[config.mk]
export PLATFORM = sky130hd
export DESIGN_NAME = weighted_random_index_picker_unit_flat
export DESIGN_NICKNAME = d
export VERILOG_FILES = /design/src/design/wrip_pkg.sv /design/src/design/wrip_req_if.sv /design/src/design/wrip_rsp_if.sv /design/src/design/wrip_ram.sv /design/src/design/wrip_mod_unit.sv /design/src/design/weighted_random_index_picker_unit.sv /design/src/flat_wrapper.sv
export SDC_FILE = /design/constraint.sdc
export NUM_CORES = 1
export LEC_CHECK = 0
export ABC_AREA = 0
export BUFFER_PORTS_ARGS = -buffer_cell sky130_fd_sc_hd__buf_2
export CORE_AREA = 2 2 183 257
export CTS_BUF_LIST = sky130_fd_sc_hd__clkbuf_8
export DETAILED_ROUTE_END_ITERATION = 10
export DIE_AREA = 0 0 185 259
export PLACE_DENSITY = 0.73
export RECOVER_POWER = 100
export REMOVE_ABC_BUFFERS = 1
export SLEW_MARGIN = 40
export SYNTH_ARGS = -nofsm -noshare
export SYNTH_HDL_FRONTEND = slang
export SYNTH_SLANG_ARGS = --single-unit
[constraint.sdc]
create_clock -name clk_i -period 18.9 [get_ports clk_i]
set_clock_uncertainty 0.2 [all_clocks]
set_input_delay 2.835 -clock clk_i [delete_from_list [all_inputs] [get_ports clk_i]]
set_output_delay 2.835 -clock clk_i [all_outputs]
set_load 0.02 [all_outputs]
[src/design/wrip_pkg.sv]
// Shared constants for the weighted random index picker: field widths,
// operation and status codes, and default sizes. No dependencies.
package wrip_pkg;

  // Field widths of the request and response items
  localparam int FUNC_W   = 2;
  localparam int IDX_W    = 4;
  localparam int WEIGHT_W = 16;
  localparam int RND_W    = 31;
  localparam int CFG_W    = 5;
  localparam int STATUS_W = 2;

  // Default sizes
  localparam int TABLE_DEPTH_DEF = 16;
  localparam int NEAR_FACTOR_DEF = 10;

  // Operation codes
  localparam logic [FUNC_W-1:0] FN_WRITE = 2'd0;
  localparam logic [FUNC_W-1:0] FN_PICK  = 2'd1;
  localparam logic [FUNC_W-1:0] FN_NEAR  = 2'd2;

  // Status codes
  localparam logic [STATUS_W-1:0] ST_OK    = 2'd0;
  localparam logic [STATUS_W-1:0] ST_ZERO  = 2'd1;
  localparam logic [STATUS_W-1:0] ST_RANGE = 2'd2;

endpackage

[src/design/wrip_req_if.sv]
// Request channel of the weighted random index picker: valid/ready plus
// the operation fields. Depends on wrip_pkg.
interface wrip_req_if;
  import wrip_pkg::*;

  logic                valid;
  logic                ready;
  logic [FUNC_W-1:0]   func;
  logic [IDX_W-1:0]    entry_index;
  logic [WEIGHT_W-1:0] weight_value;
  logic [RND_W-1:0]    random_value;

  modport source (output valid, func, entry_index, weight_value, random_value,
                  input ready);
  modport sink   (input valid, func, entry_index, weight_value, random_value,
                  output ready);
endinterface

[src/design/wrip_rsp_if.sv]
// Response channel of the weighted random index picker: valid/ready plus
// the picked index and status. Depends on wrip_pkg.
interface wrip_rsp_if;
  import wrip_pkg::*;

  logic                valid;
  logic                ready;
  logic [IDX_W-1:0]    picked_index;
  logic [STATUS_W-1:0] status;

  modport source (output valid, picked_index, status, input ready);
  modport sink   (input valid, picked_index, status, output ready);
endinterface

[src/design/wrip_ram.sv]
// Generic single write port, single read port RAM with registered read.
// No dependencies.
module wrip_ram #(
  parameter int WIDTH = 16,
  parameter int DEPTH = 16
) (
  input  logic                     clk_i,
  input  logic                     we_i,
  input  logic [$clog2(DEPTH)-1:0] waddr_i,
  input  logic [WIDTH-1:0]         wdata_i,
  input  logic [$clog2(DEPTH)-1:0] raddr_i,
  output logic [WIDTH-1:0]         rdata_o
);

  logic [WIDTH-1:0] mem_q [DEPTH];
  logic [WIDTH-1:0] rdata_q;

  // Write one word, read one word a cycle
  always_ff @(posedge clk_i) begin
    if (we_i) begin
      mem_q[waddr_i] <= wdata_i;
    end
    rdata_q <= mem_q[raddr_i];
  end

  assign rdata_o = rdata_q;

endmodule

[src/design/wrip_mod_unit.sv]
// Iterative restoring remainder unit: one dividend bit per cycle.
// Used for random modulo total weight. No dependencies.
module wrip_mod_unit #(
  parameter int DIVIDEND_W = 31,
  parameter int DIVISOR_W  = 20
) (
  input  logic                  clk_i,
  input  logic                  rst_ni,
  input  logic                  start_i,
  input  logic [DIVIDEND_W-1:0] dividend_i,
  input  logic [DIVISOR_W-1:0]  divisor_i,
  output logic                  done_o,
  output logic [DIVISOR_W-1:0]  rem_o
);

  localparam int CNT_W = $clog2(DIVIDEND_W + 1);

  logic                  busy_q, busy_d;
  logic                  done_q, done_d;
  logic [CNT_W-1:0]      cnt_q, cnt_d;
  logic [DIVIDEND_W-1:0] dvd_q, dvd_d;
  logic [DIVISOR_W-1:0]  div_q, div_d;
  logic [DIVISOR_W-1:0]  rem_q, rem_d;
  logic [DIVISOR_W:0]    trial;
  logic [DIVISOR_W:0]    diff;

  // Shift in the next dividend bit and subtract when it fits
  assign trial = {rem_q, dvd_q[DIVIDEND_W-1]};
  assign diff  = trial - {1'b0, div_q};

  always_comb begin
    busy_d = busy_q;
    done_d = 1'b0;
    cnt_d  = cnt_q;
    dvd_d  = dvd_q;
    div_d  = div_q;
    rem_d  = rem_q;
    if (start_i) begin
      busy_d = 1'b1;
      cnt_d  = CNT_W'(DIVIDEND_W);
      dvd_d  = dividend_i;
      div_d  = divisor_i;
      rem_d  = '0;
    end else if (busy_q) begin
      dvd_d = {dvd_q[DIVIDEND_W-2:0], 1'b0};
      if (trial >= {1'b0, div_q}) begin
        rem_d = diff[DIVISOR_W-1:0];
      end else begin
        rem_d = trial[DIVISOR_W-1:0];
      end
      cnt_d = cnt_q - 1'b1;
      if (cnt_q == CNT_W'(1)) begin
        busy_d = 1'b0;
        done_d = 1'b1;
      end
    end
  end

  // Control state
  always_ff @(posedge clk_i or negedge rst_ni) begin
    if (!rst_ni) begin
      busy_q <= 1'b0;
      done_q <= 1'b0;
      cnt_q  <= '0;
    end else begin
      busy_q <= busy_d;
      done_q <= done_d;
      cnt_q  <= cnt_d;
    end
  end

  // Operands and remainder
  always_ff @(posedge clk_i) begin
    dvd_q <= dvd_d;
    div_q <= div_d;
    rem_q <= rem_d;
  end

  assign done_o = done_q;
  assign rem_o  = rem_q;

endmodule

[src/design/weighted_random_index_picker_unit.sv]
// Weighted random index picker: weight table, global and near picks.
// From input accept to result: a write, a range error or an empty count goes
// straight to the result; a global pick takes two table walks over the n entries
// in use and the 31-step remainder unit; a near pick, three reads and that unit.
// One item at a time: ready only when idle, in the cycle after the result.
// Reset (rst_ni, async low): table reads as all zero, entry_count = 1.
module weighted_random_index_picker_unit #(
  parameter int TABLE_DEPTH = wrip_pkg::TABLE_DEPTH_DEF,
  parameter int NEAR_FACTOR = wrip_pkg::NEAR_FACTOR_DEF
) (
  input  logic                      clk_i,
  input  logic                      rst_ni,
  input  logic                      cfg_we_i,
  input  logic [wrip_pkg::CFG_W-1:0] cfg_data_i,
  wrip_req_if.sink                  req,
  wrip_rsp_if.source                rsp
);
  import wrip_pkg::*;

  localparam int AW     = $clog2(TABLE_DEPTH);
  localparam int CNT_W  = $clog2(TABLE_DEPTH + 1);
  localparam int GSUM_W = WEIGHT_W + $clog2(TABLE_DEPTH);
  localparam int NSUM_W = WEIGHT_W + $clog2(NEAR_FACTOR + 2);
  localparam int SUM_W  = (GSUM_W > NSUM_W) ? GSUM_W : NSUM_W;

  localparam logic [3:0] S_IDLE  = 4'd0;
  localparam logic [3:0] S_GSUM  = 4'd1;
  localparam logic [3:0] S_MOD   = 4'd2;
  localparam logic [3:0] S_GWALK = 4'd3;
  localparam logic [3:0] S_NREAD = 4'd4;
  localparam logic [3:0] S_NTOT  = 4'd5;
  localparam logic [3:0] S_NSEL  = 4'd6;
  localparam logic [3:0] S_OUT   = 4'd7;

  logic [3:0]             state_q, state_d;
  logic [CFG_W-1:0]       cfg_cnt_q;
  logic [TABLE_DEPTH-1:0] vld_q, vld_d;
  logic [CNT_W-1:0]       used_q, used_d;
  logic [CNT_W-1:0]       cnt_q, cnt_d;
  logic                   pend_q, pend_d;
  logic [1:0]             step_q, step_d;
  logic [FUNC_W-1:0]      func_q, func_d;
  logic [IDX_W-1:0]       idx_q, idx_d;
  logic [RND_W-1:0]       rnd_q, rnd_d;
  logic [SUM_W-1:0]       acc_q, acc_d;
  logic [SUM_W-1:0]       mid_q, mid_d;
  logic [WEIGHT_W-1:0]    left_q, left_d;
  logic [WEIGHT_W-1:0]    right_q, right_d;
  logic [IDX_W-1:0]       out_idx_q, out_idx_d;
  logic [STATUS_W-1:0]    out_st_q, out_st_d;
  logic [AW-1:0]          rd_addr_q;

  logic [CNT_W-1:0]    used_now;
  logic [AW-1:0]       waddr;
  logic [AW-1:0]       raddr;
  logic                ram_we;
  logic [WEIGHT_W-1:0] ram_rdata;
  logic [WEIGHT_W-1:0] rword;
  logic [SUM_W-1:0]    acc_sum;
  logic [SUM_W-1:0]    near_sum;
  logic [SUM_W-1:0]    mid_left;
  logic                issue;
  logic                has_left;
  logic                has_right;
  logic                mod_start;
  logic [SUM_W-1:0]    mod_div;
  logic                mod_done;
  logic [SUM_W-1:0]    mod_rem;
  logic                in_fire;
  logic                out_fire;

  // Entries in use, clipped to the table depth
  always_comb begin
    if (32'(cfg_cnt_q) > 32'(TABLE_DEPTH)) begin
      used_now = CNT_W'(TABLE_DEPTH);
    end else begin
      used_now = CNT_W'(cfg_cnt_q);
    end
  end

  assign in_fire  = req.valid && req.ready;
  assign out_fire = rsp.valid && rsp.ready;
  assign waddr    = AW'(req.entry_index);

  // Unwritten entries read as zero
  assign rword = vld_q[rd_addr_q] ? ram_rdata : '0;

  // Shared accumulator adder
  assign acc_sum  = acc_q + SUM_W'(rword);
  assign near_sum = mid_q + SUM_W'(left_q) + SUM_W'(right_q);
  assign mid_left = mid_q + SUM_W'(left_q);

  assign issue     = (cnt_q < used_q);
  assign has_left  = (idx_q != '0);
  assign has_right = ((32'(idx_q) + 32'd1) < 32'(used_q));
  assign mod_div   = (state_q == S_NTOT) ? near_sum : acc_q;

  // Read address: table walk counter or near neighborhood
  always_comb begin
    if (state_q == S_NREAD) begin
      case (step_q)
        2'd1:    raddr = AW'(idx_q) - AW'(1);
        2'd2:    raddr = AW'(idx_q) + AW'(1);
        default: raddr = AW'(idx_q);
      endcase
    end else begin
      raddr = cnt_q[AW-1:0];
    end
  end

  // Sequencer
  always_comb begin
    state_d   = state_q;
    vld_d     = vld_q;
    used_d    = used_q;
    cnt_d     = cnt_q;
    pend_d    = 1'b0;
    step_d    = step_q;
    func_d    = func_q;
    idx_d     = idx_q;
    rnd_d     = rnd_q;
    acc_d     = acc_q;
    mid_d     = mid_q;
    left_d    = left_q;
    right_d   = right_q;
    out_idx_d = out_idx_q;
    out_st_d  = out_st_q;
    ram_we    = 1'b0;
    mod_start = 1'b0;
    case (state_q)
      S_IDLE: begin
        if (in_fire) begin
          func_d    = req.func;
          idx_d     = req.entry_index;
          rnd_d     = req.random_value;
          used_d    = used_now;
          cnt_d     = '0;
          step_d    = '0;
          acc_d     = '0;
          out_idx_d = '0;
          out_st_d  = ST_OK;
          state_d   = S_OUT;
          case (req.func)
            FN_WRITE: begin
              if (32'(req.entry_index) < 32'(TABLE_DEPTH)) begin
                ram_we       = 1'b1;
                vld_d[waddr] = 1'b1;
              end else begin
                out_st_d = ST_RANGE;
              end
            end
            FN_PICK: begin
              if (used_now == '0) begin
                out_st_d = ST_ZERO;
              end else begin
                state_d = S_GSUM;
              end
            end
            FN_NEAR: begin
              if (32'(req.entry_index) >= 32'(used_now)) begin
                out_st_d = ST_RANGE;
              end else begin
                state_d = S_NREAD;
              end
            end
            default: begin
              out_st_d = ST_OK;
            end
          endcase
        end
      end
      S_GSUM: begin
        // Stream the entries in use through the accumulator
        if (issue) begin
          cnt_d = cnt_q + 1'b1;
        end
        pend_d = issue;
        if (pend_q) begin
          acc_d = acc_sum;
        end
        if (!issue && !pend_q) begin
          if (acc_q == '0) begin
            out_st_d = ST_ZERO;
            state_d  = S_OUT;
          end else begin
            mod_start = 1'b1;
            state_d   = S_MOD;
          end
        end
      end
      S_MOD: begin
        if (mod_done) begin
          cnt_d = '0;
          acc_d = '0;
          if (func_q == FN_PICK) begin
            state_d = S_GWALK;
          end else begin
            state_d = S_NSEL;
          end
        end
      end
      S_GWALK: begin
        // Running sum until it passes the remainder
        if (issue) begin
          cnt_d = cnt_q + 1'b1;
        end
        pend_d = issue;
        if (pend_q) begin
          acc_d = acc_sum;
          if (mod_rem < acc_sum) begin
            out_idx_d = IDX_W'(rd_addr_q);
            pend_d    = 1'b0;
            state_d   = S_OUT;
          end
        end else if (!issue) begin
          state_d = S_OUT;
        end
      end
      S_NREAD: begin
        // Centre, left, right arrive in the cycle after their reads
        step_d = step_q + 1'b1;
        case (step_q)
          2'd1: begin
            mid_d = SUM_W'(rword) * SUM_W'(NEAR_FACTOR);
          end
          2'd2: begin
            left_d = has_left ? rword : '0;
          end
          2'd3: begin
            right_d = has_right ? rword : '0;
            state_d = S_NTOT;
          end
          default: begin
            step_d = 2'd1;
          end
        endcase
      end
      S_NTOT: begin
        if (near_sum == '0) begin
          out_st_d = ST_ZERO;
          state_d  = S_OUT;
        end else begin
          mod_start = 1'b1;
          state_d   = S_MOD;
        end
      end
      S_NSEL: begin
        if (mod_rem < mid_q) begin
          out_idx_d = idx_q;
        end else if (has_left && (mod_rem < mid_left)) begin
          out_idx_d = idx_q - 1'b1;
        end else begin
          out_idx_d = idx_q + 1'b1;
        end
        state_d = S_OUT;
      end
      S_OUT: begin
        if (out_fire) begin
          state_d = S_IDLE;
        end
      end
      default: begin
        state_d = S_IDLE;
      end
    endcase
  end

  // Control state
  always_ff @(posedge clk_i or negedge rst_ni) begin
    if (!rst_ni) begin
      state_q   <= S_IDLE;
      cfg_cnt_q <= CFG_W'(1);
      vld_q     <= '0;
      pend_q    <= 1'b0;
      cnt_q     <= '0;
      step_q    <= '0;
      used_q    <= '0;
    end else begin
      state_q <= state_d;
      vld_q   <= vld_d;
      pend_q  <= pend_d;
      cnt_q   <= cnt_d;
      step_q  <= step_d;
      used_q  <= used_d;
      if (cfg_we_i) begin
        cfg_cnt_q <= cfg_data_i;
      end
    end
  end

  // Payload
  always_ff @(posedge clk_i) begin
    func_q    <= func_d;
    idx_q     <= idx_d;
    rnd_q     <= rnd_d;
    acc_q     <= acc_d;
    mid_q     <= mid_d;
    left_q    <= left_d;
    right_q   <= right_d;
    out_idx_q <= out_idx_d;
    out_st_q  <= out_st_d;
    rd_addr_q <= raddr;
  end

  wrip_ram #(
    .WIDTH (WEIGHT_W),
    .DEPTH (TABLE_DEPTH)
  ) u_table (
    .clk_i   (clk_i),
    .we_i    (ram_we),
    .waddr_i (waddr),
    .wdata_i (req.weight_value),
    .raddr_i (raddr),
    .rdata_o (ram_rdata)
  );

  wrip_mod_unit #(
    .DIVIDEND_W (RND_W),
    .DIVISOR_W  (SUM_W)
  ) u_mod (
    .clk_i      (clk_i),
    .rst_ni     (rst_ni),
    .start_i    (mod_start),
    .dividend_i (rnd_q),
    .divisor_i  (mod_div),
    .done_o     (mod_done),
    .rem_o      (mod_rem)
  );

  assign req.ready        = (state_q == S_IDLE);
  assign rsp.valid        = (state_q == S_OUT);
  assign rsp.picked_index = out_idx_q;
  assign rsp.status       = out_st_q;

endmodule

[src/flat_wrapper.sv]
// flat-port wrapper written by rule: the top's interface ports become plain ports
module weighted_random_index_picker_unit_flat import wrip_pkg::*;
#(
  parameter int TABLE_DEPTH = wrip_pkg::TABLE_DEPTH_DEF,
  parameter int NEAR_FACTOR = wrip_pkg::NEAR_FACTOR_DEF
)
  (clk_i, rst_ni, cfg_we_i, cfg_data_i, req_valid, req_func, req_entry_index, req_weight_value, req_random_value, req_ready, rsp_valid, rsp_picked_index, rsp_status, rsp_ready);
  wrip_req_if req_i ();
  wrip_rsp_if rsp_i ();
  input  logic clk_i;
  input  logic rst_ni;
  input  logic cfg_we_i;
  input  logic [wrip_pkg::CFG_W-1:0] cfg_data_i;
  input wire logic [$bits(req_i.valid)-1:0] req_valid;
  input wire logic [$bits(req_i.func)-1:0] req_func;
  input wire logic [$bits(req_i.entry_index)-1:0] req_entry_index;
  input wire logic [$bits(req_i.weight_value)-1:0] req_weight_value;
  input wire logic [$bits(req_i.random_value)-1:0] req_random_value;
  output wire logic [$bits(req_i.ready)-1:0] req_ready;
  output wire logic [$bits(rsp_i.valid)-1:0] rsp_valid;
  output wire logic [$bits(rsp_i.picked_index)-1:0] rsp_picked_index;
  output wire logic [$bits(rsp_i.status)-1:0] rsp_status;
  input wire logic [$bits(rsp_i.ready)-1:0] rsp_ready;
  assign req_i.valid = req_valid;
  assign req_i.func = req_func;
  assign req_i.entry_index = req_entry_index;
  assign req_i.weight_value = req_weight_value;
  assign req_i.random_value = req_random_value;
  assign req_ready = req_i.ready;
  assign rsp_valid = rsp_i.valid;
  assign rsp_picked_index = rsp_i.picked_index;
  assign rsp_status = rsp_i.status;
  assign rsp_i.ready = rsp_ready;
  weighted_random_index_picker_unit #(.TABLE_DEPTH(TABLE_DEPTH), .NEAR_FACTOR(NEAR_FACTOR)) u_core (.clk_i(clk_i), .rst_ni(rst_ni), .cfg_we_i(cfg_we_i), .cfg_data_i(cfg_data_i), .req(req_i), .rsp(rsp_i));
endmodule
# Word-level counts from Yosys, hierarchy flattened
# Memory sizes are Yosys's and may differ from the RTL's. A register that Yosys moved wholly into a read port is not among the register bits.
# Cells that the tools add are included.
[op_classes]
eq_ne = 27
multipliers = 1
n_reduce_logical = 31
n_lt_le_gt_ge = 11
mux = 72
bitwise = 1
addsub = 10
[ops]
columns = ["operator", "n"]
rows = [
  ["20-bit 2-to-1 mux", 5],
  ["31-bit 2-to-1 mux", 2],
  ["20-bit by 16-bit adder with 20-bit output", 3],
  ["20-bit < comparator", 3],
  ["20-bit one-hot mux with 3 select lines", 1],
  ["4-bit 2-to-1 mux", 14],
  ["20-bit zero test", 2],
  ["32-bit by 5-bit < comparator with 1-bit output", 1],
  ["4-bit one-hot mux with 8 select lines", 1],
  ["5-bit 2-to-1 mux", 6],
  ["21-bit by 20-bit greater-or-equal comparator with 1-bit output", 1],
  ["20-bit subtractor", 1],
  ["16-bit by 3-bit multiplier with 19-bit output (second input constant)", 1],
  ["1-bit 2-to-1 mux", 19],
  ["4-bit by 3-bit equality test with 1-bit output (second input constant)", 4],
  ["16-bit 2-to-1 mux", 1],
  ["2-bit 2-to-1 mux", 8],
  ["16-bit OR", 1],
  ["4-bit one-hot mux with 2 select lines", 2],
  ["5-bit one-hot mux with 3 select lines", 1],
  ["3-bit 2-to-1 mux", 4],
  ["2-bit by 1-bit != test with 1-bit output (second input constant)", 6],
  ["4-bit one-hot mux with 3 select lines", 1],
  ["4-bit AND reduction", 3],
  ["38 further kinds", 62],
]
[word_totals]
n_memories = 1
regBits = 234
out_inout_bits = 8
elab_cells = 177
mem_bits_rw = 256
input_bits = 63
[memory_table]
columns = ["name", "words", "width", "read_ports", "rd_clocked_by_memory_dff", "wr", "line_no", "text"]
rows = [
  ["u_core.u_table.mem_q", 16, 16, 1, 1, 1, "wrip_ram.sv:15", "logic [WIDTH-1:0] mem_q [DEPTH];"],
]

# Longest topological paths before layout
# Gate-level depths: netlist (run 1).
[depth]
ltp_word = 8
depth_mapped = 28
mapped_depth_nobuf = 27

# By module
# A second synthesis (run 1) with hierarchy kept.
[unflattened]
hier_cells = 1933
hier_area_um2 = 25640.8
[modules_own_cells]
columns = ["mod", "seq_area_each_um2", "area_each_um2", "n_inst", "cells_each"]
rows = [
  ["weighted_random_index_picker_unit", 4430.5, 11318.4, 1, 1115],
  ["wrip_ram", 8007.7, 10042.1, 1, 432],
  ["wrip_mod_unit", 2107.0, 4280.4, 1, 386],
]

# Least setup slack after synthesis (run 1)
# No wires, ideal clock.
[synth_timing]
path_kind = "input to register"
from = "in req_valid"
to = "mem u_core.u_table.mem_q[0][0] (enable)"
setup_ps = 411
setup_slack_ps = 12737
stages = 7
path_buffers = 1
arrival_time_ps = 5553
t_required_ps = 18289
path_cell_list = "nand2_1 > or3_1 > clkbuf_1 > inv_2 > nand2_1 > or3_1 > nor3_1"
[synth_via]
elab_chain_cells = 5
[synth_rtl]
columns = ["item", "line_no", "text"]
rows = [
  ["start, declared", "flat_wrapper.sv:14", "input wire logic [$bits(req_i.valid)-1:0] req_valid;"],
  ["1-bit logical AND", "weighted_random_index_picker_unit.sv:81", "assign in_fire = req.valid && req.ready;"],
  ["1-bit 2-to-1 mux", "weighted_random_index_picker_unit.sv:132", "if (in_fire) begin"],
  ["1-bit 2-to-1 mux", "weighted_random_index_picker_unit.sv:130", "case (state_q)"],
  ["1-bit 2-to-1 mux", "wrip_ram.sv:20", "if (we_i) begin"],
  ["1-bit 2-to-1 mux (implied by the code)", "wrip_ram.sv:21", "mem_q[waddr_i] <= wdata_i;"],
  ["end, declared", "wrip_ram.sv:15", ""],
]
# Every way passes these cells.

# Worst setup path in the final report (run 1)
[layout_timing]
from = "reg u_core.mid_q[1]"
to = "reg u_core.u_mod.dvd_q[3] (data pin)"
[layout_via]
elab_chain_cells = 6
[layout_rtl]
columns = ["item", "line_no", "text"]
rows = [
  ["start, declared", "weighted_random_index_picker_unit.sv:46", "logic [SUM_W-1:0] mid_q, mid_d;"],
  ["start signal, assigned", "weighted_random_index_picker_unit.sv:297", "mid_q <= mid_d;"],
  ["20-bit by 16-bit adder with 20-bit output (2 in series)", "weighted_random_index_picker_unit.sv:90", "assign near_sum = mid_q + SUM_W'(left_q) + SUM_W'(right_q);"],
  ["20-bit zero test", "weighted_random_index_picker_unit.sv:239", "if (near_sum == '0) begin"],
  ["1-bit 2-to-1 mux", "weighted_random_index_picker_unit.sv:239", ""],
  ["1-bit one-hot mux with 2 select lines", "weighted_random_index_picker_unit.sv:130", ""],
  ["31-bit 2-to-1 mux", "wrip_mod_unit.sv:38", "if (start_i) begin"],
  ["net u_core.u_mod.dvd_d[3]", "wrip_mod_unit.sv:21", "logic [DIVIDEND_W-1:0] dvd_q, dvd_d;"],
  ["end signal, assigned", "wrip_mod_unit.sv:74", "dvd_q <= dvd_d;"],
  ["end, declared", "wrip_mod_unit.sv:21", ""],
]
# The timed path passes the listed nets, and every way through them passes these cells.
# A chain may end at the register's enable or synchronous reset.

==> summary.txt, run 1 <==
Die
  • Starting density of the core: 0.5643
  • Number of core rows: 93
  • Die area: 47,920 sq um
  • IO Pins: 71
  • Core area: 45,610 sq um
  • Die X: 185 um
  • Die Ht: 259 um

STA
  • Unrepaired setup endpoints after global routing: no
  • Final Hold Viols: 0
  • Worst slew margin: -1.629
  • Tmin final: 9.881 ns
  • Setup TNS: 0 ns
  • Max Slew Vio Count: 653
  • Hold slack: 0.2621 ns
  • Slew @ Worst Pin: 3.944 ns
  • Fmax: 101.2 MHz
  • Crit share post-route: 0.5228
  • Final setup fails: 0

Clocking
  • Hold_buf cts: 0
  • Setup Fix Bufs, Post-CTS: 0
  • Num CTS Buffers: 80
  • Clk_lat worst skew: 0.67 ns
  • Clock transition at path regs: 0.06 ns
  • Clock tree buffer depth: 3
  • Htree depth: 3
  • CTS sink count: 505
  • CTS tree: done
  • Clk root buf: clkbuf_8
  • Cts repair resizes: 0

Route
  • Vias: 17,880
  • Post-route ant nets: 0
  • DRT iter0 DRCs: 1,316
  • Vias per Instance: 5.893
  • Drt drc: 0
  • Drt wl/cell: 19.74 um
  • TritonRoute pass-1 iters: 6
  • Final WL: 59.88 mm

Outcome
  • Failing checks: capacitance limit, slew limit
  • Outcome: finished with violations

Critical path
  • R2r startpoint: u_core.mid_q[1]
  • Critical Path End: u_core.u_mod.dvd_q[3]
  • Worst path required time: 19.08 ns
  • Worst Path Max Fanout: 70
  • Critical path endpoint category: register
  • CP arrival: 10.06 ns
  • Worst Setup SP: u_core.mid_q[1]
  • R2R Setup Slk: 9.02 ns
  • FF-to-FF path depth: 18
  • Reg2reg end: u_core.u_mod.dvd_q[3]
  • Critical Path Source Type: register
  • Critical path type: register to register

Global routing
  • GRT Total Usage: 0.2539
  • Largest net degree at the start of global routing: 86
  • Overflow after GRT: 0
  • Global-route wire length before repair: 93.96 mm
  • Vias in the first global route: 17,950
  • Initial antenna violation count: 1

Placed design
  • Port Buffers: 70
  • Dpl hpwl: 40.37 mm
  • Gp weighted congestion: 0.9160

Synthesis
  • Sequential-to-total area share from yosys stat: 0.5651
  • Gate count of the mapped netlist: 2,262
  • Syn Area/Cell: 11.38 sq um
  • Fraction of registers with async set/reset: 0.08713
  • Post-synth top flop: edfxtp_1
  • #FFs+latches synth: 505
  • Netlist cell types: 82
  • Synthesized cell area: 25,740 sq um
  • Number of synthesized flops with an enable pin: 421
  • Yosys Warn Count: 0

Power and ir drop
  • PD cells: 143.9 nW/um^2
  • Leak: 11.30 nW
  • Peak supply drop: 0.0001863 V

Final layout
  • Area growth from synthesis to layout: 9.070%
  • Post-layout util: 0.6155
  • Nets@finish: 2,593
  • Layout fillers: 3,713
  • Share of post-route cells with drive strength above 1: 0.08609

Worst hold path
  • Worst Hold Class: register to register

Job
  • Total of max-cap violations: 19
[worst min path at each step]
stage	from	endpoint	slack, ns	depth (start not counted)
floorplan	u_core.vld_q[10]	u_core.vld_q[10]	0.23	1
global placement	u_core.vld_q[10]	u_core.vld_q[10]	0.24	1
detailed placement	u_core.vld_q[12]	u_core.vld_q[12]	0.25	1
CTS	u_core.vld_q[12]	u_core.vld_q[12]	0.26	1
global route	u_core.vld_q[1]	u_core.vld_q[1]	0.28	1
finish	u_core.vld_q[0]	u_core.vld_q[0]	0.26	1
[state kept, by name, summed over array words and instances (netlist names), 16 cells and up]
name                    flops
u_core.u_table.rdata_o     16
u_core.rnd_q               31
u_core.u_table.mem_q      256
u_core.right_q             16
u_core.u_mod.dvd_q         31
u_core.acc_q               20
u_core.u_mod.rem_o         20
u_core.mid_q               19
u_core.vld_q               16
u_core.u_mod.div_q         20
u_core.left_q              16
[Yosys cell counts, types with 11 or more instances]
cell type,n,share of area
xor2_1,33,0.011
a31oi_1,32,0.0078
xnor2_1,50,0.017
o21a_1,16,0.0047
edfxtp_1,421,0.49
nor2_1,134,0.020
dfrtp_1,43,0.042
or2_2,21,0.0051
nor3_1,28,0.0054
mux2i_1,16,0.0062
nand2b_1,22,0.0053
inv_1,119,0.017
or3_1,12,0.0029
clkbuf_1,81,0.012
a311oi_1,52,0.018
nor4_1,11,0.0027
dfxtp_1,40,0.031
and2_1,11,0.0027
o21bai_1,13,0.0038
a211oi_1,30,0.0087
nand3_1,95,0.018
nand4_1,17,0.0041
mux2_2,12,0.0052
a21oi_1,96,0.019
nor2b_1,11,0.0027
mux2_4,29,0.017
nand2_1,362,0.053
o21ai_0,78,0.015
and3_1,44,0.011
ha_1,176,0.086
a21o_1,44,0.013
[cell usage in the layout (no fill, tap or decap), drive strengths merged, types with 31 or more instances in the layout]
master	netlist	layout
a211oi	31	31
o21ai	87	87
nand3	95	95
inv	121	153
buf	9	40
a31oi	33	33
xnor2	51	51
xor2	33	33
nand2	362	362
dfxtp	40	40
clkbuf	81	142
dfrtp	43	43
edfxtp	421	421
a21o	44	44
ha	176	176
nor2	134	134
mux2	41	41
and3	44	44
a21oi	96	96
a311oi	52	52
[report_power, final]
group / internal, mW / switching (mW) / total, mW
Sequential: 1.42 / 0.151 / 1.57
Clock: 0.483 / 0.431 / 0.914
Combinational: 0.609 / 0.949 / 1.56
[layer usage]
| layer | vias up | track usage | part of all wire |
|---|---|---|---|
| met1 | 8734 | 0.3035 | 0.39 |
| met3 | 167 | 0.03479 | 0.044 |
| met5 | - | 0 | 0 |
| met2 | 501 | 0.4410 | 0.52 |
| met4 | 0 | 0.1409 | 0.048 |
| li1 | 8476 | - | - |
[area by class of cell]
type / count / area [sq um] / area share
sequential: 505 / 14550 / 0.5181
multi-input combinational: 1546 / 10290 / 0.3666
clock buffer: 87 / 1197 / 0.04265
tap: 617 / 772.0 / 0.02750
inverter: 121 / 456.7 / 0.01627
timing repair buffer: 95 / 425.4 / 0.01515
clock inverter: 62 / 384.1 / 0.01368
antenna: 1 / 2.502 / 0.00008913
[metrics by stage]
stage | power (mW) | setup slack (ns) | std cells | area [sq um]
after global routing | 4.298 | 8.381 | 3034 | 28080
after floorplan | 2.700 | 7.408 | 2172 | 25380
after detailed placement | 3.151 | 12.23 | 2883 | 26860
after CTS | 4.072 | 12.18 | 3032 | 28440
after global placement | 3.096 | 12.43 | 2883 | 26790
final | 4.039 | 9.019 | 3034 | 28080
[cells by family after synthesis]
kind of cell    synth area share
compound gates            0.1123
xor+xnor                 0.02887
fa+ha+maj                0.08944
buf+inv                  0.03184
flops                     0.5651
mux                      0.03276
simple gates              0.1397
[critical path: stages (launching register included)]
cell	delay, ns
edfxtp_1	0.42
ha_1	0.25
fa_1	0.44
a211oi_1	0.41
o21ai_0	0.16
o21ai_0	0.32
xnor2_1	0.22
ha_1	0.39
a21oi_1	0.15
o21ai_0	0.18
a31oi_2	0.24
nor2_1	0.10
o41ai_1	0.85
or4b_1	0.49
a21boi_0	0.22
o2111ai_1	0.25
a22oi_1	0.67
clkinvlp_2	2.43
mux2_1	1.19
Power figures use the tool's default switching activity.
==> run 2, diff against run 1 <==
PLACE_DENSITY = 0.76   (was 0.73)
clock period = 8.9 ns   (was 18.9 ns; I/O delays follow)
==> run 2 against run 1 <==
  * The flow still finishes with violations (capacitance limit, slew limit)
  * Sequential cell count stayed put
  * Total power is 110% higher
  * Final area is 0.27% lower
  * Fmax is 32% higher
  * Combinational power is 110% higher
  * Critical path type unchanged
  * Critical endpoint is now u_core.u_mod.dvd_q[12]
==> summary.txt, run 2 (same netlist as run 1, synthesis figures left out) <==
Die
  • Die area: 47,920 sq um (unchanged)
  • Starting density of the core: 0.5643 (unchanged)
  • Die X: 185 um (unchanged)
  • IO Pins: 71 (unchanged)
  • Number of core rows: 93 (unchanged)
  • Die Ht: 259 um (unchanged)
  • Core area: 45,610 sq um (unchanged)

Worst hold path
  • Hold_sp: u_core.vld_q[15]
  • Cells on Worst Hold Path: 1 (unchanged)
  • Worst Hold Class: register to register
  • Worst Hold End: u_core.vld_q[15]

Final layout
  • Register area: 14,550 sq um (unchanged)
  • Final std cells w/o fill: 3,035 (+0.033%)
  • Leading registers by flop count: u_core.u_table.mem_q: 256 flops, u_core.rnd_q: 31 flops, u_core.u_mod.dvd_q: 31 flops
  • Most common cell after layout, fill and taps aside: edfxtp_1
  • Footprint of the multi-input gates: 10,310 sq um (+0.16%)
  • Number of flip-flops in the largest register: 256 (unchanged)
  • Nets@finish: 2,598 (+0.19%)
  • Layout fillers: 3,713 (unchanged)
  • Share of post-route cells with drive strength above 1: 0.08854 (+0.002447)
  • Most flops, register: u_core.u_table.mem_q
  • Most frequent cells in the layout: 421 x edfxtp_1, 362 x nand2_1, 176 x ha_1
  • Area growth from synthesis to layout: 8.774%

Critical path
  • R2r startpoint: u_core.mid_q[1]
  • CP top delay family: compound AO/OA/AOI/OAI gates
  • CP max stage delay: 0.80 ns (-1.63 ns)
  • R2R Setup Slk: 1.44 ns (-7.58 ns)
  • Slowest CP cell: a22oi_1
  • Crit path cell chain: ha_1, fa_1, a211oi_1, o21ai_0, o21ai_0, xnor2_1, ha_1, a21oi_1, o21ai_0, a31oi_2, nor2_1, o41ai_1, or4b_1, a21boi_0, o2111ai_1, a22oi_1, nand2_1, clkbuf_1
  • Cell repeated most along the worst path: o21ai_0
  • Critical Path Source Type: register
  • CP bufs+invs: 1 (unchanged)
  • Worst path required time: 8.85 ns (-10.23 ns)
  • Worst Path Max Fanout: 31 (-56%)
  • Critical path endpoint category: register
  • Worst Setup SP: u_core.mid_q[1]
  • Critical path type: register to register
  • FF-to-FF path depth: 18 (unchanged)
  • Reg2reg end: u_core.u_mod.dvd_q[12]
  • CP arrival: 7.40 ns (-2.66 ns)

Power and ir drop
  • Internal: 5.189 mW (+110%)
  • PD cells: 300.9 nW/um^2 (+110%)
  • Switching pwr: 3.235 mW (+110%)
  • Combinational Power Share: 0.391 (+0.005)
  • Clock power share: 0.214 (-0.012)
  • Leak: 11.28 nW (-0.16%)
  • Sw frac: 0.3840 (+0.004690)
  • Share of power burned in registers: 0.395 (+0.007)
  • Peak supply drop: 0.0001968 V (+5.6%)
  • Final Power: 8.424 mW (+110%)

Outcome
  • Failing checks: capacitance limit, slew limit
  • Outcome: finished with violations

STA
  • Tmin final: 7.459 ns (-2.422 ns)
  • Final setup fails: 0 (unchanged)
  • Worst slew margin: -1.369 (+0.2607)
  • Fmax: 134.1 MHz (+32%)
  • Unrepaired setup endpoints after global routing: no
  • Final Hold Viols: 0 (unchanged)
  • Crit share post-route: 0.8381 (+0.3153)
  • Setup TNS: 0 ns (unchanged)
  • Slew @ Worst Pin: 3.553 ns (-0.3911 ns)
  • PnR worst setup slack: 1.441 ns (-7.578 ns)
  • Max Slew Vio Count: 527 (-19%)

Clocking
  • Clk_lat worst skew: 0.67 ns (about the same)
  • Hold_buf cts: 0 (unchanged)
  • CTS sink count: 505 (unchanged)
  • CTS tree: done
  • Clk root buf: clkbuf_8
  • Clock tree buffer depth: 3 (unchanged)
  • Clock transition at path regs: 0.06 ns (about the same)
  • Setup Fix Bufs, Post-CTS: 0 (unchanged)
  • Cts repair resizes: 0 (unchanged)
  • Htree depth: 3 (unchanged)
  • Num CTS Buffers: 79 (-1.3%)

Route
  • DRT iter0 DRCs: 1,425 (+8.3%)
  • Final WL: 61.11 mm (+2.1%)
  • Post-route ant nets: 0 (unchanged)
  • Vias per Instance: 5.909 (+0.27%)
  • Drt drc: 0 (unchanged)
  • TritonRoute pass-1 iters: 5 (-1)
  • Vias: 17,930 (+0.31%)
  • Drt wl/cell: 20.14 um (+2.0%)

Global routing
  • Largest net degree at the start of global routing: 77 (-10%)
  • Initial antenna violation count: 2 (+1)
  • Vias in the first global route: 18,400 (+2.5%)
  • GRT Total Usage: 0.2583 (+0.004432)
  • Overflow after GRT: 0 (unchanged)
  • Global-route wire length before repair: 95.60 mm (+1.7%)

Placed design
  • Port Buffers: 70 (unchanged)
  • Setup WS pre-CTS: 2.199 ns (-10.03 ns)
  • Gp weighted congestion: 0.9243 (+0.91%)
  • Dpl hpwl: 41.13 mm (+1.9%)
  • Placed Cells: 2,890 (+0.24%)

Job
  • Total of max-cap violations: 14 (-5)
==> run 2: changes by cell type in the layout (fill, tap and decap cells not counted), moves of 2 or more <==
cell	before	now
clkbuf_2	0	2
clkinv_1	12	9
nor2_2	3	8
nor2_1	130	125
inv_1	149	153
buf_2	34	38
bufinv_16	4	0
clkbuf_8	87	89
inv_8	2	0
==> run 2: cell type report <==
cell class,instances,area share
Sequential cell,505,0.5195
Multi-Input combinational cell,1546,0.3682
Clock buffer,89,0.04375
Tap cell,617,0.02757
Inverter,121,0.01653
Timing Repair Buffer,101,0.01613
Clock inverter,55,0.008267
Antenna cell,1,0.00008937
==> run 2: worst register-to-register path, delay by kind of cell, from the launching register on <==
| family | cells | cell delay, ns |
|---|---|---|
| AO/OA/AOI/OAI | 10 | 3.61 |
| flip-flops | 1 | 0.41 |
| adder cells (fa/ha/maj) | 3 | 1.08 |
| XOR/XNOR | 1 | 0.24 |
| AND/OR/NAND/NOR | 3 | 0.71 |
| buffers and inverters | 1 | 0.68 |
==> run 2: metrics by stage <==
step / hold WS, ns / instance area (sq um) / utilization
final: 0.2638 / 28000 / 0.6138
after global routing: 0.2839 / 28000 / 0.6138
after CTS: 0.2654 / 28320 / 0.6209
after detailed placement: 0.2503 / 26870 / 0.5890
after global placement: 0.2449 / 26840 / 0.5885
after floorplan: 0.2337 / 25380 / -
==> run 2: metal layers <==
| layer | global-route usage | vias to the layer above | wire length (um) |
|---|---|---|---|
| li1 | - | 8474 | - |
| met1 | 0.2998 | 8724 | 23460 |
| met2 | 0.4590 | 572 | 31730 |
| met3 | 0.04307 | 163 | 3218 |
| met4 | 0.1301 | 0 | 2703 |
| met5 | 0 | - | 0 |
==> run 2: how the worst max path moves through the flow <==
stage          slack, ns  depth (start not counted)                         end
2_1_floorplan      -2.59                          9   u_core.u_table.rdata_o[0]
3_3_place_gp        2.31                         21  u_core.rsp.picked_index[1]
3_5_place_dp        2.20                         21  u_core.rsp.picked_index[3]
4_1_cts             2.17                         21  u_core.rsp.picked_index[1]
5_1_grt             0.99                         18      u_core.u_mod.dvd_q[17]
6_report            1.44                         18      u_core.u_mod.dvd_q[12]
==> run 2: power groups by stage <==
stage          registers [mW]  logic (mW)  clock network (mW)
2_1_floorplan            3.25        2.48                   0
3_3_place_gp             3.36        3.20                   0
3_5_place_dp             3.37        3.33                   0
4_1_cts                  3.32        3.36                1.83
5_1_grt                  3.36        3.68                1.92
6_report                 3.33        3.30                1.80
==> run 3, diff against run 2 <==
PLACE_DENSITY = 0.73   (was 0.76)
clock period = 7.77 ns   (was 8.9 ns; I/O delays follow)
==> run 3 against run 2 <==
  * The run still ends with capacitance limit, slew limit left
  * First-iteration DRC count down 10%
  * Wire length down 2.2%
  * Hold slack better by 0.0012 ns
  * Die area unchanged
  * Fmax up 8.0%
  * Combinational power up 14%
  * Via count down 0.50%
  * Critical path depth up 3
  * Critical path type unchanged
  * Largest cell class unchanged
  * Highest routed layer unchanged
==> summary.txt, run 3 (same netlist as run 1, synthesis figures left out) <==
Power and ir drop
  • Clock power share: 0.219 (+0.005)
  • Peak supply drop: 0.0002352 V (+19%)
  • Switching pwr: 3.680 mW (+14%)
  • Leak: 11.26 nW (-0.25%)
  • Share of power burned in registers: 0.394 (about the same)
  • Sw frac: 0.3803 (-0.003709)
  • Combinational Power Share: 0.387 (-0.004)
  • PD cells: 345.2 nW/um^2 (+15%)
  • Internal: 5.997 mW (+16%)

Final layout
  • Area growth from synthesis to layout: 8.895%
  • Nets@finish: 2,597 (-0.038%)
  • Most frequent cells in the layout: 421 x edfxtp_1, 361 x nand2_1, 176 x ha_1
  • Number of flip-flops in the largest register: 256 (unchanged)
  • Most flops, register: u_core.u_table.mem_q
  • Share of post-route cells with drive strength above 1: 0.08861 (about the same)
  • # diodes: 0 (-1)
  • Most common cell after layout, fill and taps aside: edfxtp_1
  • Post-route cell area: 28,030 sq um (+0.11%)
  • Leading registers by flop count: u_core.u_table.mem_q: 256 flops, u_core.rnd_q: 31 flops, u_core.u_mod.dvd_q: 31 flops
  • Post-layout util: 0.6145 (+0.0006860)

Route
  • TritonRoute pass-1 iters: 5 (unchanged)
  • Drt wl/cell: 19.71 um (-2.1%)
  • Vias: 17,840 (-0.50%)
  • Vias per Instance: 5.885 (-0.40%)
  • DRT iter0 DRCs: 1,281 (-10%)
  • Post-route ant nets: 0 (unchanged)
  • Final WL: 59.76 mm (-2.2%)
  • Drt drc: 0 (unchanged)

Placed design
  • Port Buffers: 70 (unchanged)
  • Placed Area: 26,860 sq um (about the same)
  • Gp weighted congestion: 0.9073 (-1.8%)
  • Dpl hpwl: 39.86 mm (-3.1%)

Critical path
  • Critical path endpoint category: register
  • Worst path required time: 7.85 ns (-1.00 ns)
  • CP arrival: 6.99 ns (-0.41 ns)
  • Slowest CP cell: mux4_2
  • Crit path cell chain: mux4_2, mux4_2, nand2_1, inv_1, ha_1, a21o_1, a21oi_1, o21ai_0, a21oi_1, a22oi_1, nand4_1, a311oi_1, o31ai_1, xor2_1, ha_1, a2111oi_0, o21ai_0, o2bb2ai_1, nor3_1, a21oi_1, o21ai_0
  • Critical Path Source Type: register
  • Critical path type: register to register
  • Worst Path Max Fanout: 16 (-48%)
  • CP bufs+invs: 1 (unchanged)
  • CP max stage delay: 0.66 ns (-0.14 ns)
  • CP top delay family: compound AO/OA/AOI/OAI gates

Die
  • Starting density of the core: 0.5643 (unchanged)
  • Die Ht: 259 um (unchanged)
  • IO Pins: 71 (unchanged)
  • Core area: 45,610 sq um (unchanged)
  • Die area: 47,920 sq um (unchanged)
  • Number of core rows: 93 (unchanged)
  • Die X: 185 um (unchanged)

STA
  • Final Hold Viols: 0 (unchanged)
  • Max Slew Vio Count: 479 (-9.1%)
  • Tmin final: 6.909 ns (-0.5497 ns)
  • Slew @ Worst Pin: 3.591 ns (+0.03773 ns)
  • Fmax: 144.7 MHz (+8.0%)
  • Final setup fails: 0 (unchanged)
  • Worst slew margin: -1.394 (-0.02516)
  • Crit share post-route: 0.8892 (+0.05113)
  • Unrepaired setup endpoints after global routing: no
  • Setup TNS: 0 ns (unchanged)

Global routing
  • Global-route wire length before repair: 93.67 mm (-2.0%)
  • Largest net degree at the start of global routing: 74 (-3.9%)
  • Vias in the first global route: 17,840 (-3.0%)
  • GRT Total Usage: 0.2526 (-0.005713)
  • Initial antenna violation count: 0 (-2)
  • Overflow after GRT: 0 (unchanged)

Clocking
  • Clk root buf: clkbuf_8
  • Clock transition at path regs: 0.06 ns (about the same)
  • Clk_lat worst skew: 0.66 ns (about the same)
  • Clock tree buffer depth: 3 (unchanged)
  • Htree depth: 3 (unchanged)
  • Setup Fix Bufs, Post-CTS: 0 (unchanged)
  • CTS sink count: 505 (unchanged)
  • Cts repair resizes: 0 (unchanged)
  • CTS tree: done
  • Hold_buf cts: 0 (unchanged)
  • Num CTS Buffers: 78 (-1.3%)

Worst hold path
  • Worst Hold Class: register to register

Outcome
  • Failing checks: capacitance limit, slew limit
  • Outcome: finished with violations

Job
  • Total of max-cap violations: 14 (unchanged)
-- run 3: changes by cell type in the layout (fill, tap and decap cells not counted), moves of 2 or more --
cell	delta
inv_1	-10
clkinv_1	+7
clkbuf_8	-5
bufinv_16	+3
clkbuf_1	+3
clkinv_2	+3
buf_2	-2
-- run 3: power groups by stage --
stage	logic [mW]	clock network [mW]	registers (mW)
2_1_floorplan	2.84	0	3.72
3_3_place_gp	3.65	0	3.85
3_5_place_dp	3.78	0	3.86
4_1_cts	3.80	2.16	3.81
5_1_grt	4.18	2.26	3.86
6_report	3.75	2.12	3.81
-- run 3: final cells by class --
type / instances / area [sq um]
Sequential cell: 505 / 14550
Tap cell: 617 / 772.0
Clock inverter: 58 / 329.1
Inverter: 121 / 460.4
Clock buffer: 84 / 1156
Multi-Input combinational cell: 1546 / 10320
Fill cell: 3696 / 17580
Timing Repair Buffer: 101 / 445.4
-- run 3: stage by stage --
| step | hold WS, ns | setup slack, ns | std cells | total power, mW |
|---|---|---|---|---|
| after floorplan | 0.2337 | -3.722 | 2172 | 6.567 |
| after global placement | 0.2432 | 0.9883 | 2889 | 7.509 |
| after detailed placement | 0.2505 | 0.8865 | 2889 | 7.639 |
| after CTS | 0.2648 | 0.8413 | 3031 | 9.772 |
| after global routing | 0.2799 | 0.3827 | 3032 | 10.30 |
| final | 0.2650 | 0.8606 | 3032 | 9.677 |
-- run 3: path summary, 6_finish.rpt --
kind                                     start                         end  slack, ns  cells after the start
min in group asynchronous               rst_ni       u_core.u_mod.cnt_q[3]       1.08                      1
max in group asynchronous               rst_ni           u_core.state_q[0]       4.70                      1
max reg2reg                u_core.rd_addr_q[0]  u_core.rsp.picked_index[1]       0.86                     21
min reg2reg                    u_core.vld_q[6]             u_core.vld_q[6]       0.26                      1
max                        u_core.rd_addr_q[0]  u_core.rsp.picked_index[1]       0.86                     21
min                            u_core.vld_q[6]             u_core.vld_q[6]       0.26                      1
-- run 3: routing by layer --
| metal | up-vias | routed length (um) | part of all wire | global-route usage |
|---|---|---|---|---|
| li1 | 8465 | - | - | - |
| met2 | 562 | 31210 | 0.52 | 0.4506 |
| met1 | 8639 | 22730 | 0.38 | 0.2927 |
| met5 | - | 0 | 0 | 0 |
| met3 | 178 | 3086 | 0.052 | 0.03760 |
| met4 | 0 | 2733 | 0.046 | 0.1321 |
-- run 3: worst reg2reg max path, stage by stage (launching register included) --
cell and delay [ns]:
dfxtp_1 0.52, mux4_2 0.55, mux4_2 0.66, nand2_1 0.27, inv_1 0.12, ha_1 0.30
a21o_1 0.12, a21oi_1 0.09, o21ai_0 0.18, a21oi_1 0.14, a22oi_1 0.31, nand4_1 0.28
a311oi_1 0.53, o31ai_1 0.13, xor2_1 0.17, ha_1 0.33, a2111oi_0 0.36, o21ai_0 0.15
o2bb2ai_1 0.14, nor3_1 0.44, a21oi_1 0.13, o21ai_0 0.44
